`config.mk`:
```
export PLATFORM = sky130hd
export DESIGN_NAME = http_date_parser
export DESIGN_NICKNAME = d
export VERILOG_FILES = /design/src/rtl/hdp_pkg.sv /design/src/rtl/http_date_parser.sv /design/src/rtl/hdp_parser.sv /design/src/rtl/hdp_calc.sv
export SDC_FILE = /design/constraint.sdc
export NUM_CORES = 2
export LEC_CHECK = 0
export BUFFER_PORTS_ARGS = -buffer_cell sky130_fd_sc_hd__buf_2
export CAP_MARGIN = 25
export CORE_MARGIN = 4
export CORE_UTILIZATION = 60
export CTS_CLUSTER_DIAMETER = 80
export DETAILED_ROUTE_END_ITERATION = 12
export HOLD_SLACK_MARGIN = 0.03
export MAX_ROUTING_LAYER = met4
export PLACE_DENSITY_LB_ADDON = 0.12
export SLEW_MARGIN = 5
export SYNTH_ARGS = -nofsm -noshare
export SYNTH_HDL_FRONTEND = slang
export SYNTH_SLANG_ARGS = --single-unit
```
`constraint.sdc`:
```
create_clock -name i_clk -period 23.4 [get_ports i_clk]
set_clock_uncertainty 0.1 [all_clocks]
set_input_delay 2.34 -clock i_clk [delete_from_list [all_inputs] [get_ports i_clk]]
set_output_delay 2.34 -clock i_clk [all_outputs]
set_load 0.05 [all_outputs]
```
`src/rtl/hdp_pkg.sv`:
```
// Shared types, constants and tables of the HTTP date parser.
`default_nettype none

package hdp_pkg;

    // One byte of the date string.
    typedef struct packed {
        logic [7:0] char_byte;
        logic       last_byte;
    } t_item;

    // One parse result.
    typedef struct packed {
        logic        date_valid;
        logic [31:0] unix_seconds;
    } t_result;

    // Position within the date layouts.
    typedef enum logic [4:0] {
        PH_TOKEN  = 5'd0,
        PH_SKIP   = 5'd1,
        PH_DAY    = 5'd2,
        PH_DAYSEP = 5'd3,
        PH_MON1   = 5'd4,
        PH_MON2   = 5'd5,
        PH_MON3   = 5'd6,
        PH_MONSEP = 5'd7,
        PH_YEAR4  = 5'd8,
        PH_YEAR2  = 5'd9,
        PH_ISOOPT = 5'd10,
        PH_ISOD1  = 5'd11,
        PH_ISOD2  = 5'd12,
        PH_SP     = 5'd13,
        PH_HOUR   = 5'd14,
        PH_COLON1 = 5'd15,
        PH_MIN    = 5'd16,
        PH_COLON2 = 5'd17,
        PH_SEC    = 5'd18,
        PH_SP2    = 5'd19,
        PH_DONE   = 5'd20
    } t_phase;

    typedef enum logic [1:0] {
        FMT_NONE = 2'd0,
        FMT_822  = 2'd1,
        FMT_850  = 2'd2,
        FMT_ASC  = 2'd3
    } t_fmt;

    // Month numbers, January first.
    localparam logic [3:0] M_JAN = 4'd0;
    localparam logic [3:0] M_FEB = 4'd1;
    localparam logic [3:0] M_MAR = 4'd2;
    localparam logic [3:0] M_APR = 4'd3;
    localparam logic [3:0] M_MAY = 4'd4;
    localparam logic [3:0] M_JUN = 4'd5;
    localparam logic [3:0] M_JUL = 4'd6;
    localparam logic [3:0] M_AUG = 4'd7;
    localparam logic [3:0] M_SEP = 4'd8;
    localparam logic [3:0] M_OCT = 4'd9;
    localparam logic [3:0] M_NOV = 4'd10;
    localparam logic [3:0] M_DEC = 4'd11;
    localparam logic [3:0] MONTHS = 4'd12;

    localparam int YEAR_WIDTH = 14;
    localparam int FIELD_WIDTH = 7;

    // Parsed fields of one complete string, handed to the arithmetic pipeline.
    typedef struct packed {
        logic                   ok;
        logic [YEAR_WIDTH-1:0]  year;
        logic [3:0]             month;
        logic [FIELD_WIDTH-1:0] day;
        logic [FIELD_WIDTH-1:0] hour;
        logic [FIELD_WIDTH-1:0] minute;
        logic [FIELD_WIDTH-1:0] second;
    } t_snap;

    // Day count of the year that precedes year zero, taken modulo 2^32.
    localparam logic [63:0] WRAP_YEAR = 64'hFFFF_FFFF;
    localparam logic [31:0] WRAP_DAYS =
        32'(64'd365 * WRAP_YEAR + WRAP_YEAR / 64'd4 - WRAP_YEAR / 64'd100
            + WRAP_YEAR / 64'd400);

    // Offset that turns the March-based day count into days since 1970.
    localparam logic [31:0] DAY_EPOCH = 32'(719527 + 30 + 1 - 31 - 28);

    localparam logic [16:0] SECS_PER_DAY  = 17'd86400;
    localparam logic [11:0] SECS_PER_HOUR = 12'd3600;
    localparam logic [5:0]  SECS_PER_MIN  = 6'd60;

    // Reciprocal of 100 for values below 2^14: q = (y * 5243) >> 19.
    localparam logic [12:0] RECIP_100 = 13'd5243;
    localparam int          RECIP_SHIFT = 19;

    function automatic logic [4:0] month_days(input logic [3:0] m);
        logic [4:0] d;
        unique case (m)
            M_JAN, M_MAR, M_MAY, M_JUL, M_AUG, M_OCT, M_DEC: d = 5'd31;
            M_APR, M_JUN, M_SEP, M_NOV:                      d = 5'd30;
            M_FEB:                                           d = 5'd28;
            default:                                         d = 5'd0;
        endcase
        return d;
    endfunction

    // (367 * mm) / 12 where mm counts months from March (January is 11).
    function automatic logic [8:0] month_offset(input logic [3:0] m);
        logic [8:0] o;
        unique case (m)
            M_JAN:   o = 9'd336;
            M_FEB:   o = 9'd367;
            M_MAR:   o = 9'd30;
            M_APR:   o = 9'd61;
            M_MAY:   o = 9'd91;
            M_JUN:   o = 9'd122;
            M_JUL:   o = 9'd152;
            M_AUG:   o = 9'd183;
            M_SEP:   o = 9'd214;
            M_OCT:   o = 9'd244;
            M_NOV:   o = 9'd275;
            M_DEC:   o = 9'd305;
            default: o = 9'd0;
        endcase
        return o;
    endfunction

endpackage

`default_nettype wire

```
`src/rtl/http_date_parser.sv`:
```
// Top level of the HTTP date parser: byte parser followed by the seconds pipeline.
//
//   channel  direction  handshake                  payload
//   in       sink       i_in_valid / o_in_stall    i_in_item  (char_byte, last_byte)
//   out      source     o_out_valid / i_out_stall  o_out_item (date_valid, unix_seconds)
//
// One byte is taken per cycle unless the input stalls; every byte updates the parser
// fields, and the last byte of a string also loads the hand-off register. Its result
// reaches the output register via the hand-off register and three arithmetic stages.
// Reset is synchronous and active low and returns the parser to the weekday token.
// A stalled output holds its result; bytes keep flowing until the pipeline is full.
`default_nettype none

module http_date_parser (
    input  wire logic          i_clk,
    input  wire logic          i_rst_n,
    input  wire logic          i_in_valid,
    output logic               o_in_stall,
    input  hdp_pkg::t_item     i_in_item,
    output logic               o_out_valid,
    input  wire logic          i_out_stall,
    output hdp_pkg::t_result   o_out_item
);

    logic           snap_valid;
    logic           snap_ready;
    hdp_pkg::t_snap snap;

    hdp_parser u_parser (
        .i_clk        (i_clk),
        .i_rst_n      (i_rst_n),
        .i_valid      (i_in_valid),
        .o_stall      (o_in_stall),
        .i_item       (i_in_item),
        .o_snap_valid (snap_valid),
        .i_snap_ready (snap_ready),
        .o_snap       (snap)
    );

    hdp_calc u_calc (
        .i_clk        (i_clk),
        .i_rst_n      (i_rst_n),
        .i_snap_valid (snap_valid),
        .o_snap_ready (snap_ready),
        .i_snap       (snap),
        .o_valid      (o_out_valid),
        .i_stall      (i_out_stall),
        .o_result     (o_out_item)
    );

endmodule

`default_nettype wire

```
`src/rtl/hdp_parser.sv`:
```
// Byte-at-a-time field parser of the date string, with the hand-off register.
`default_nettype none

module hdp_parser (
    input  wire logic          i_clk,
    input  wire logic          i_rst_n,
    input  wire logic          i_valid,
    output logic               o_stall,
    input  hdp_pkg::t_item     i_item,
    output logic               o_snap_valid,
    input  wire logic          i_snap_ready,
    output hdp_pkg::t_snap     o_snap
);

    localparam logic [7:0] CH_SPACE = 8'h20;
    localparam logic [7:0] CH_COMMA = 8'h2C;
    localparam logic [7:0] CH_DASH  = 8'h2D;
    localparam logic [7:0] CH_COLON = 8'h3A;
    localparam logic [7:0] CH_ZERO  = 8'h30;
    localparam logic [7:0] CH_NINE  = 8'h39;
    localparam logic [7:0] CH_UA    = 8'h41;
    localparam logic [7:0] CH_UD    = 8'h44;
    localparam logic [7:0] CH_UF    = 8'h46;
    localparam logic [7:0] CH_UJ    = 8'h4A;
    localparam logic [7:0] CH_UM    = 8'h4D;
    localparam logic [7:0] CH_UN    = 8'h4E;
    localparam logic [7:0] CH_UO    = 8'h4F;
    localparam logic [7:0] CH_US    = 8'h53;
    localparam logic [7:0] CH_LA    = 8'h61;
    localparam logic [7:0] CH_LN    = 8'h6E;
    localparam logic [7:0] CH_LP    = 8'h70;
    localparam logic [7:0] CH_LR    = 8'h72;

    localparam int YW = hdp_pkg::YEAR_WIDTH;
    localparam int FW = hdp_pkg::FIELD_WIDTH;

    // Accumulate one decimal digit; a count of zero starts a new number.
    function automatic logic [YW-1:0] acc_step(input logic [YW-1:0] acc,
                                               input logic [2:0] cnt,
                                               input logic [3:0] dv);
        logic [YW+3:0] sum;
        sum = ((cnt == 3'd0) ? '0 : {4'd0, acc}) * (YW+4)'(10) + (YW+4)'(dv);
        return sum[YW-1:0];
    endfunction

    hdp_pkg::t_phase r_phase, n_phase;
    hdp_pkg::t_fmt   r_fmt, n_fmt;
    logic [2:0]      r_dcnt, n_dcnt;
    logic            r_err, n_err;
    logic [FW-1:0]   r_day, n_day;
    logic [7:0]      r_mlo, n_mlo;
    logic [7:0]      r_mhi, n_mhi;
    logic [3:0]      r_mon, n_mon;
    logic [YW-1:0]   r_year, n_year;
    logic [FW-1:0]   r_hour, n_hour;
    logic [FW-1:0]   r_min, n_min;
    logic [FW-1:0]   r_sec, n_sec;

    logic            r_snap_v;
    hdp_pkg::t_snap  r_snap;

    logic [7:0]      c;
    logic            c_dig;
    logic [3:0]      dv;
    logic [2:0]      cnt_inc;
    logic            two_done;
    logic            four_done;
    logic [YW-1:0]   acc_v;
    logic            take;
    logic            take_last;

    assign c         = i_item.char_byte;
    assign c_dig     = (c >= CH_ZERO) && (c <= CH_NINE);
    assign dv        = c[3:0];
    assign cnt_inc   = r_dcnt + 3'd1;
    assign two_done  = cnt_inc >= 3'd2;
    assign four_done = cnt_inc >= 3'd4;

    assign o_stall   = r_snap_v && !i_snap_ready;
    assign take      = i_valid && !o_stall;
    assign take_last = take && i_item.last_byte;

    always_comb begin
        n_phase = r_phase;
        n_fmt   = r_fmt;
        n_dcnt  = r_dcnt;
        n_err   = r_err;
        n_day   = r_day;
        n_mlo   = r_mlo;
        n_mhi   = r_mhi;
        n_mon   = r_mon;
        n_year  = r_year;
        n_hour  = r_hour;
        n_min   = r_min;
        n_sec   = r_sec;
        acc_v   = '0;

        unique case (r_phase)
            hdp_pkg::PH_TOKEN: begin
                if (c == CH_COMMA) begin
                    n_phase = hdp_pkg::PH_SKIP;
                end else if (c == CH_SPACE) begin
                    n_fmt   = hdp_pkg::FMT_ASC;
                    n_phase = hdp_pkg::PH_SKIP;
                end
            end
            hdp_pkg::PH_SKIP, hdp_pkg::PH_MON1: begin
                if (r_phase == hdp_pkg::PH_MON1 ||
                        (c != CH_SPACE && r_fmt == hdp_pkg::FMT_ASC)) begin
                    // First month letter.
                    n_mlo = c;
                    n_mhi = '0;
                    if (c == CH_UJ || c == CH_UF || c == CH_UM || c == CH_UA ||
                            c == CH_US || c == CH_UO || c == CH_UN || c == CH_UD) begin
                        n_phase = hdp_pkg::PH_MON2;
                    end else begin
                        n_err   = 1'b1;
                        n_phase = hdp_pkg::PH_DONE;
                    end
                end else if (c != CH_SPACE) begin
                    if (!c_dig) begin
                        n_err   = 1'b1;
                        n_phase = hdp_pkg::PH_DONE;
                    end else begin
                        n_day   = FW'(dv);
                        n_dcnt  = 3'd1;
                        n_phase = hdp_pkg::PH_DAY;
                    end
                end
            end
            hdp_pkg::PH_DAY: begin
                acc_v = acc_step(YW'(r_day), r_dcnt, dv);
                if (!c_dig) begin
                    n_err   = 1'b1;
                    n_phase = hdp_pkg::PH_DONE;
                end else begin
                    n_day = acc_v[FW-1:0];
                    if (two_done) begin
                        n_dcnt  = '0;
                        n_phase = hdp_pkg::PH_DAYSEP;
                    end else begin
                        n_dcnt = cnt_inc;
                    end
                end
            end
            hdp_pkg::PH_DAYSEP: begin
                if (c == CH_SPACE) begin
                    n_fmt   = hdp_pkg::FMT_822;
                    n_phase = hdp_pkg::PH_MON1;
                end else if (c == CH_DASH) begin
                    n_fmt   = hdp_pkg::FMT_850;
                    n_phase = hdp_pkg::PH_MON1;
                end else begin
                    n_err   = 1'b1;
                    n_phase = hdp_pkg::PH_DONE;
                end
            end
            hdp_pkg::PH_MON2: begin
                n_mhi   = c;
                n_phase = hdp_pkg::PH_MON3;
            end
            hdp_pkg::PH_MON3: begin
                // Loose match: only the letters that tell months apart are used.
                unique case (r_mlo)
                    CH_UJ: begin
                        if (r_mhi == CH_LA) begin
                            n_mon = hdp_pkg::M_JAN;
                        end else if (c == CH_LN) begin
                            n_mon = hdp_pkg::M_JUN;
                        end else begin
                            n_mon = hdp_pkg::M_JUL;
                        end
                    end
                    CH_UF:   n_mon = hdp_pkg::M_FEB;
                    CH_UM:   n_mon = (c == CH_LR) ? hdp_pkg::M_MAR : hdp_pkg::M_MAY;
                    CH_UA:   n_mon = (r_mhi == CH_LP) ? hdp_pkg::M_APR : hdp_pkg::M_AUG;
                    CH_US:   n_mon = hdp_pkg::M_SEP;
                    CH_UO:   n_mon = hdp_pkg::M_OCT;
                    CH_UN:   n_mon = hdp_pkg::M_NOV;
                    default: n_mon = hdp_pkg::M_DEC;
                endcase
                n_phase = hdp_pkg::PH_MONSEP;
            end
            hdp_pkg::PH_MONSEP: begin
                if (r_fmt == hdp_pkg::FMT_822) begin
                    if (c != CH_SPACE) begin
                        n_err   = 1'b1;
                        n_phase = hdp_pkg::PH_DONE;
                    end else begin
                        n_phase = hdp_pkg::PH_YEAR4;
                        n_dcnt  = '0;
                    end
                end else if (r_fmt == hdp_pkg::FMT_850) begin
                    if (c != CH_DASH) begin
                        n_err   = 1'b1;
                        n_phase = hdp_pkg::PH_DONE;
                    end else begin
                        n_phase = hdp_pkg::PH_YEAR2;
                        n_dcnt  = '0;
                    end
                end else begin
                    // The byte after an asctime month is not checked.
                    n_phase = hdp_pkg::PH_ISOOPT;
                    n_dcnt  = '0;
                end
            end
            hdp_pkg::PH_YEAR4: begin
                acc_v = acc_step(r_year, r_dcnt, dv);
                if (!c_dig) begin
                    n_err   = 1'b1;
                    n_phase = hdp_pkg::PH_DONE;
                end else begin
                    n_year = acc_v;
                    if (four_done) begin
                        n_dcnt  = '0;
                        n_phase = (r_fmt == hdp_pkg::FMT_ASC) ? hdp_pkg::PH_DONE
                                                              : hdp_pkg::PH_SP;
                    end else begin
                        n_dcnt = cnt_inc;
                    end
                end
            end
            hdp_pkg::PH_YEAR2: begin
                acc_v = acc_step(r_year, r_dcnt, dv);
                if (!c_dig) begin
                    n_err   = 1'b1;
                    n_phase = hdp_pkg::PH_DONE;
                end else if (two_done) begin
                    // Two-digit years below 70 fall in the 2000s.
                    n_year  = acc_v + ((acc_v < YW'(70)) ? YW'(2000) : YW'(1900));
                    n_dcnt  = '0;
                    n_phase = hdp_pkg::PH_SP;
                end else begin
                    n_year = acc_v;
                    n_dcnt = cnt_inc;
                end
            end
            hdp_pkg::PH_ISOOPT, hdp_pkg::PH_ISOD1: begin
                if (r_phase == hdp_pkg::PH_ISOOPT && c == CH_SPACE) begin
                    n_phase = hdp_pkg::PH_ISOD1;
                end else if (!c_dig) begin
                    n_err   = 1'b1;
                    n_phase = hdp_pkg::PH_DONE;
                end else begin
                    n_day   = FW'(dv);
                    n_phase = hdp_pkg::PH_ISOD2;
                end
            end
            hdp_pkg::PH_ISOD2: begin
                acc_v = acc_step(YW'(r_day), 3'd1, dv);
                if (c == CH_SPACE) begin
                    n_phase = hdp_pkg::PH_HOUR;
                    n_dcnt  = '0;
                end else if (c_dig) begin
                    n_day   = acc_v[FW-1:0];
                    n_phase = hdp_pkg::PH_SP;
                end else begin
                    n_err   = 1'b1;
                    n_phase = hdp_pkg::PH_DONE;
                end
            end
            hdp_pkg::PH_SP, hdp_pkg::PH_SP2: begin
                if (c != CH_SPACE) begin
                    n_err   = 1'b1;
                    n_phase = hdp_pkg::PH_DONE;
                end else begin
                    n_phase = (r_phase == hdp_pkg::PH_SP) ? hdp_pkg::PH_HOUR
                                                          : hdp_pkg::PH_YEAR4;
                    n_dcnt  = '0;
                end
            end
            hdp_pkg::PH_HOUR, hdp_pkg::PH_MIN, hdp_pkg::PH_SEC: begin
                if (r_phase == hdp_pkg::PH_HOUR) begin
                    acc_v = acc_step(YW'(r_hour), r_dcnt, dv);
                end else if (r_phase == hdp_pkg::PH_MIN) begin
                    acc_v = acc_step(YW'(r_min), r_dcnt, dv);
                end else begin
                    acc_v = acc_step(YW'(r_sec), r_dcnt, dv);
                end
                if (!c_dig) begin
                    n_err   = 1'b1;
                    n_phase = hdp_pkg::PH_DONE;
                end else begin
                    if (r_phase == hdp_pkg::PH_HOUR) begin
                        n_hour = acc_v[FW-1:0];
                    end else if (r_phase == hdp_pkg::PH_MIN) begin
                        n_min = acc_v[FW-1:0];
                    end else begin
                        n_sec = acc_v[FW-1:0];
                    end
                    if (two_done) begin
                        n_dcnt = '0;
                        if (r_phase == hdp_pkg::PH_HOUR) begin
                            n_phase = hdp_pkg::PH_COLON1;
                        end else if (r_phase == hdp_pkg::PH_MIN) begin
                            n_phase = hdp_pkg::PH_COLON2;
                        end else begin
                            n_phase = (r_fmt == hdp_pkg::FMT_ASC) ? hdp_pkg::PH_SP2
                                                                  : hdp_pkg::PH_DONE;
                        end
                    end else begin
                        n_dcnt = cnt_inc;
                    end
                end
            end
            hdp_pkg::PH_COLON1, hdp_pkg::PH_COLON2: begin
                if (c != CH_COLON) begin
                    n_err   = 1'b1;
                    n_phase = hdp_pkg::PH_DONE;
                end else begin
                    n_phase = (r_phase == hdp_pkg::PH_COLON1) ? hdp_pkg::PH_MIN
                                                              : hdp_pkg::PH_SEC;
                end
            end
            hdp_pkg::PH_DONE: begin
                // Trailing bytes and bytes after an error are ignored.
            end
            default: begin
            end
        endcase
    end

    // Control state; the last byte of a string returns it to the start.
    always_ff @(posedge i_clk) begin
        if (!i_rst_n) begin
            r_phase <= hdp_pkg::PH_TOKEN;
            r_fmt   <= hdp_pkg::FMT_NONE;
            r_dcnt  <= '0;
            r_err   <= 1'b0;
        end else if (take_last) begin
            r_phase <= hdp_pkg::PH_TOKEN;
            r_fmt   <= hdp_pkg::FMT_NONE;
            r_dcnt  <= '0;
            r_err   <= 1'b0;
        end else if (take) begin
            r_phase <= n_phase;
            r_fmt   <= n_fmt;
            r_dcnt  <= n_dcnt;
            r_err   <= n_err;
        end
    end

    // Field values are always written before they are read within a string.
    always_ff @(posedge i_clk) begin
        if (take) begin
            r_day  <= n_day;
            r_mlo  <= n_mlo;
            r_mhi  <= n_mhi;
            r_mon  <= n_mon;
            r_year <= n_year;
            r_hour <= n_hour;
            r_min  <= n_min;
            r_sec  <= n_sec;
        end
    end

    always_ff @(posedge i_clk) begin
        if (!i_rst_n) begin
            r_snap_v <= 1'b0;
        end else if (take_last) begin
            r_snap_v <= 1'b1;
        end else if (i_snap_ready) begin
            r_snap_v <= 1'b0;
        end
    end

    always_ff @(posedge i_clk) begin
        if (take_last) begin
            r_snap.ok     <= (n_phase == hdp_pkg::PH_DONE) && !n_err;
            r_snap.year   <= n_year;
            r_snap.month  <= n_mon;
            r_snap.day    <= n_day;
            r_snap.hour   <= n_hour;
            r_snap.minute <= n_min;
            r_snap.second <= n_sec;
        end
    end

    assign o_snap_valid = r_snap_v;
    assign o_snap       = r_snap;

endmodule

`default_nettype wire

```
`src/rtl/hdp_calc.sv`:
```
// Range checks and the seconds arithmetic, pipelined over four registered stages.
`default_nettype none

module hdp_calc (
    input  wire logic          i_clk,
    input  wire logic          i_rst_n,
    input  wire logic          i_snap_valid,
    output logic               o_snap_ready,
    input  hdp_pkg::t_snap     i_snap,
    output logic               o_valid,
    input  wire logic          i_stall,
    output hdp_pkg::t_result   o_result
);

    localparam int YW = hdp_pkg::YEAR_WIDTH;
    localparam int FW = hdp_pkg::FIELD_WIDTH;
    localparam int PW = YW + 13;

    // Each stage moves on when it is empty or the stage after it moves on.
    logic rdy1, rdy2, rdy3, rdy4;
    logic r_v1, r_v2, r_v3, r_v4;

    assign rdy4         = !r_v4 || !i_stall;
    assign rdy3         = !r_v3 || rdy4;
    assign rdy2         = !r_v2 || rdy3;
    assign rdy1         = !r_v1 || rdy2;
    assign o_snap_ready = rdy1;

    always_ff @(posedge i_clk) begin
        if (!i_rst_n) begin
            r_v1 <= 1'b0;
            r_v2 <= 1'b0;
            r_v3 <= 1'b0;
            r_v4 <= 1'b0;
        end else begin
            if (rdy1) r_v1 <= i_snap_valid;
            if (rdy2) r_v2 <= r_v1;
            if (rdy3) r_v3 <= r_v2;
            if (rdy4) r_v4 <= r_v3;
        end
    end

    // Stage 1: field checks, March-based year and the divisions by 100.
    logic          feb29;
    logic          early;
    logic [YW-1:0] yp;
    logic [PW-1:0] py;
    logic [PW-1:0] pyp;
    logic          ok1;

    assign feb29 = (i_snap.day == FW'(29)) && (i_snap.month == hdp_pkg::M_FEB);
    assign early = (i_snap.month == hdp_pkg::M_JAN) || (i_snap.month == hdp_pkg::M_FEB);
    assign yp    = early ? i_snap.year - YW'(1) : i_snap.year;
    assign py    = PW'(i_snap.year) * PW'(hdp_pkg::RECIP_100);
    assign pyp   = PW'(yp) * PW'(hdp_pkg::RECIP_100);
    assign ok1   = i_snap.ok && (i_snap.hour <= FW'(23)) && (i_snap.minute <= FW'(59))
                   && (i_snap.second <= FW'(59)) && (i_snap.month < hdp_pkg::MONTHS)
                   && (feb29 || (i_snap.day <= FW'(hdp_pkg::month_days(i_snap.month))));

    logic          r1_ok;
    logic          r1_feb29;
    logic          r1_wrap;
    logic [YW-1:0] r1_year;
    logic [6:0]    r1_q100y;
    logic [YW-1:0] r1_yp;
    logic [6:0]    r1_q100yp;
    logic [8:0]    r1_moff;
    logic [FW-1:0] r1_day, r1_hour, r1_min, r1_sec;

    always_ff @(posedge i_clk) begin
        if (rdy1) begin
            r1_ok     <= ok1;
            r1_feb29  <= feb29;
            // Year zero before March steps back to the year 2^32 - 1.
            r1_wrap   <= early && (i_snap.year == '0);
            r1_year   <= i_snap.year;
            r1_q100y  <= py[hdp_pkg::RECIP_SHIFT+6:hdp_pkg::RECIP_SHIFT];
            r1_yp     <= yp;
            r1_q100yp <= pyp[hdp_pkg::RECIP_SHIFT+6:hdp_pkg::RECIP_SHIFT];
            r1_moff   <= hdp_pkg::month_offset(i_snap.month);
            r1_day    <= i_snap.day;
            r1_hour   <= i_snap.hour;
            r1_min    <= i_snap.minute;
            r1_sec    <= i_snap.second;
        end
    end

    // Stage 2: leap-year rule and the day count.
    logic          r100_zero;
    logic          leap_bad;
    logic [31:0]   base_days;
    logic [31:0]   days;

    assign r100_zero = r1_year == (YW'(r1_q100y) * YW'(100));
    assign leap_bad  = (r1_year[1:0] != 2'd0) || (r100_zero && (r1_q100y[1:0] != 2'd0));
    assign base_days = 32'(r1_yp) * 32'd365 + 32'(r1_yp[YW-1:2]) - 32'(r1_q100yp)
                       + 32'(r1_q100yp[6:2]);
    assign days      = (r1_wrap ? hdp_pkg::WRAP_DAYS : base_days) + 32'(r1_moff)
                       + 32'(r1_day) - hdp_pkg::DAY_EPOCH;

    logic          r2_ok;
    logic [31:0]   r2_days;
    logic [FW-1:0] r2_hour, r2_min, r2_sec;

    always_ff @(posedge i_clk) begin
        if (rdy2) begin
            r2_ok   <= r1_ok && !(r1_feb29 && leap_bad);
            r2_days <= days;
            r2_hour <= r1_hour;
            r2_min  <= r1_min;
            r2_sec  <= r1_sec;
        end
    end

    // Stage 3: days to seconds, plus the time of day.
    logic          r3_ok;
    logic [31:0]   r3_prod;
    logic [18:0]   r3_tod;

    always_ff @(posedge i_clk) begin
        if (rdy3) begin
            r3_ok   <= r2_ok;
            r3_prod <= r2_days * 32'(hdp_pkg::SECS_PER_DAY);
            r3_tod  <= 19'(r2_hour) * 19'(hdp_pkg::SECS_PER_HOUR)
                       + 19'(r2_min) * 19'(hdp_pkg::SECS_PER_MIN) + 19'(r2_sec);
        end
    end

    // Stage 4: output register, holding the sum of the two parts or zero for an invalid date.
    hdp_pkg::t_result r4_res;

    always_ff @(posedge i_clk) begin
        if (rdy4) begin
            r4_res.date_valid   <= r3_ok;
            r4_res.unix_seconds <= r3_ok ? (r3_prod + 32'(r3_tod)) : 32'd0;
        end
    end

    assign o_valid  = r_v4;
    assign o_result = r4_res;

endmodule

`default_nettype wire

```
==> flow_metrics.env <==
export IMPL_slew_headroom=0.322
export IMPL_syn_to_final_growth_pct=7.12
export IMPL_ios=48
export IMPL_synth_seq_cells=335
export IMPL_viasPerCell=5.57
export IMPL_crit_buf_inv=4
export IMPL_drt_wl_total_um=70500
export IMPL_drv_cap=0
export IMPL_cp_required_ns=23.58
export IMPL_finalSetupViolations=0
export IMPL_regToRegStartpoint="u_calc.r1_yp[7]$_DFFE_PP_"
export IMPL_routedWlPerCell_um=17.0
export IMPL_drive_gt1_frac=0.0561
export IMPL_cts_max_path_buffers=3
export IMPL_max_stage_delay_ns=0.54
export IMPL_fin_area_mm2=0.0366
export IMPL_ys_top_cells_by_area="edfxtp_1 (28%), ha_1 (21%), fa_1 (16%), inv_1 (7.2%), xnor2_1 (4.3%)"
export IMPL_worstPathArrival_ns=9.10
export IMPL_yosysSeqAreaShare=0.289
export IMPL_grt_max_degree=60
export IMPL_cp_startpoint="u_calc.r1_yp[7]$_DFFE_PP_"
export IMPL_initial_core_util=0.606
export IMPL_crit_family="adder cells"
export IMPL_cts_sinks=335
export IMPL_synth_edf_count=316
export IMPL_fp_dieW_um=247
export IMPL_status="completed"
export IMPL_min_delay_start="u_calc.r1_hour[6]$_DFFE_PP_"
export IMPL_rsz0062_at_grt="false"
export IMPL_crit_type="reg -> reg"
export IMPL_htree_levels=2
export IMPL_ant_nets=0
export IMPL_fin_crit_ns=8.92
export IMPL_syn_area_mm2=0.0342
export IMPL_cts_root_buffer="clkbuf_16"
export IMPL_tightest_slew_ns=1.01
export IMPL_die_area_mm2=0.0608
export IMPL_async_flop_share=0
export IMPL_yosys_cell_types_count=95
export IMPL_synthTopCellsByCount="inv_1 (652), ha_1 (577), edfxtp_1 (316)"
export IMPL_tns_ns=0
export IMPL_synth_top_area_frac=0.278
export IMPL_clock_fmax_ghz=0.112
export IMPL_cts_resized=0
export IMPL_worst_path_most_repeated_cell="a21oi_1"
export IMPL_avgSynthCellArea_um2=10.4
export IMPL_clkTransAtPathRegs_ns=0.06
export IMPL_holdWs_ns=0.315
export IMPL_grt_ovfl_total=0
export IMPL_syn_instance_count=3295
export IMPL_post_cts_buffers=0
export IMPL_syn_nets=4154
export IMPL_slowest_stage="fa_1"
export IMPL_yosysWarningCount=0
export IMPL_core_mm2=0.0564
export IMPL_fin_crit_sh=0.381
export IMPL_grt_usage=0.249
export IMPL_place_congestion=0.887
export IMPL_drtIter0Drc=1131
export IMPL_postPlaceCellArea_mm2=0.0353
export IMPL_hold_class="reg -> reg"
export IMPL_rows=87
export IMPL_synth_flop_cell="edfxtp_1"
export IMPL_grt_pass1_wl_um=120000
export IMPL_final_nets=4216
export IMPL_critPathMaxFanout=6
export IMPL_yosys_area_top_type="edfxtp_1"
export IMPL_dp_hpwl_um=57700
export IMPL_synth_most_common_cell="inv_1"
export IMPL_die_h_um=247
export IMPL_cts_buffers=38
export IMPL_cts_hold_buffers=0
export IMPL_hold_viol=0
export IMPL_firstDrtPassIters=7
export IMPL_slew_viol_final=0
export IMPL_io_buffers=47
export IMPL_clock_latency_ns=0.55
export IMPL_cts_tree="yes"
export IMPL_num_vias=23000
export IMPL_diodes=0
export IMPL_first_global_vias=24100
export IMPL_endpoint_kind="register"
export IMPL_drc=0
export IMPL_antenna_found_initial=1
export IMPL_cp_start_kind="register"
-- placed cells by master (no fill, tap or decap), drive strengths merged, types with 71 or more instances in the layout --
cell type	count
ha	577
fa	269
nor2	156
edfxtp	316
inv	652
xnor2	168
o21ai	104
a21oi	154
nand2	122
buf	71
-- flip-flops by register name, summed over array words and instances (netlist names), 14 cells and up, named ones only --
signal	flops
u_calc.r1_year	14
u_calc.r2_days	25
u_calc.r1_yp	14
u_calc.r3_prod	25
u_calc.o_result	33
u_parser.o_snap	47
u_parser.r_year	14
u_calc.r3_tod	19
-- cells by family after synthesis --
group	share of synthesized area
fa+ha+maj	0.369
flops	0.289
xor+xnor	0.0600
buf+inv	0.0773
mux	0.00956
compound gates	0.103
simple gates	0.0925
-- layer usage --
metal  global-route usage  vias to the layer above  routed length (um)
li1                     -                    11300                   -
met1                0.317                    11200               31100
met2                0.427                      420               35200
met3               0.0354                       93                2820
met4               0.0526                        0                1430
met5                    -                        -                   0
-- stage by stage --
step	util	cells	setup slack, ns
after floorplan	-	3295	15.19
after global placement	0.626	4069	14.66
after detailed placement	0.627	4071	14.43
after CTS	0.649	4138	14.41
after global routing	0.649	4140	13.81
final	0.649	4140	14.48
-- final timing paths --
path | to | depth (start not counted) | slack [ns]
setup / recovery | u_calc.r2_days[24]$_DFFE_PP_ | 33 | 14.48
hold / removal | u_calc.r2_hour[6]$_DFFE_PP_ | 0 | 0.31
setup reg to reg | u_calc.r2_days[24]$_DFFE_PP_ | 33 | 14.48
hold reg to reg | u_calc.r2_hour[6]$_DFFE_PP_ | 0 | 0.31
-- cell type report --
| cell class | count | area (um2) |
|---|---|---|
| multi-input cells | 2259 | 21700 |
| fillers | 4596 | 19800 |
| flip-flops and latches | 335 | 9870 |
| inverters | 652 | 2450 |
| clock buffers | 44 | 1000 |
| well taps | 756 | 946 |
| repair buffers | 71 | 438 |
| clock inverters | 23 | 235 |
-- worst reg2reg max path: cells and delay by family (launching register included) --
family                     cells  cell delay, ns
and+or+nand+nor                3            0.46
adders and majority gates      9            3.78
buffers and inverters          4            0.26
DFF                            1            0.47
xor gates and xnor gates       3            0.70
AOI/OAI and AO/OA             14            2.89
Power is not shown: default switching activity piles up to over one toggle a cycle in this logic, so the estimate is an artifact.
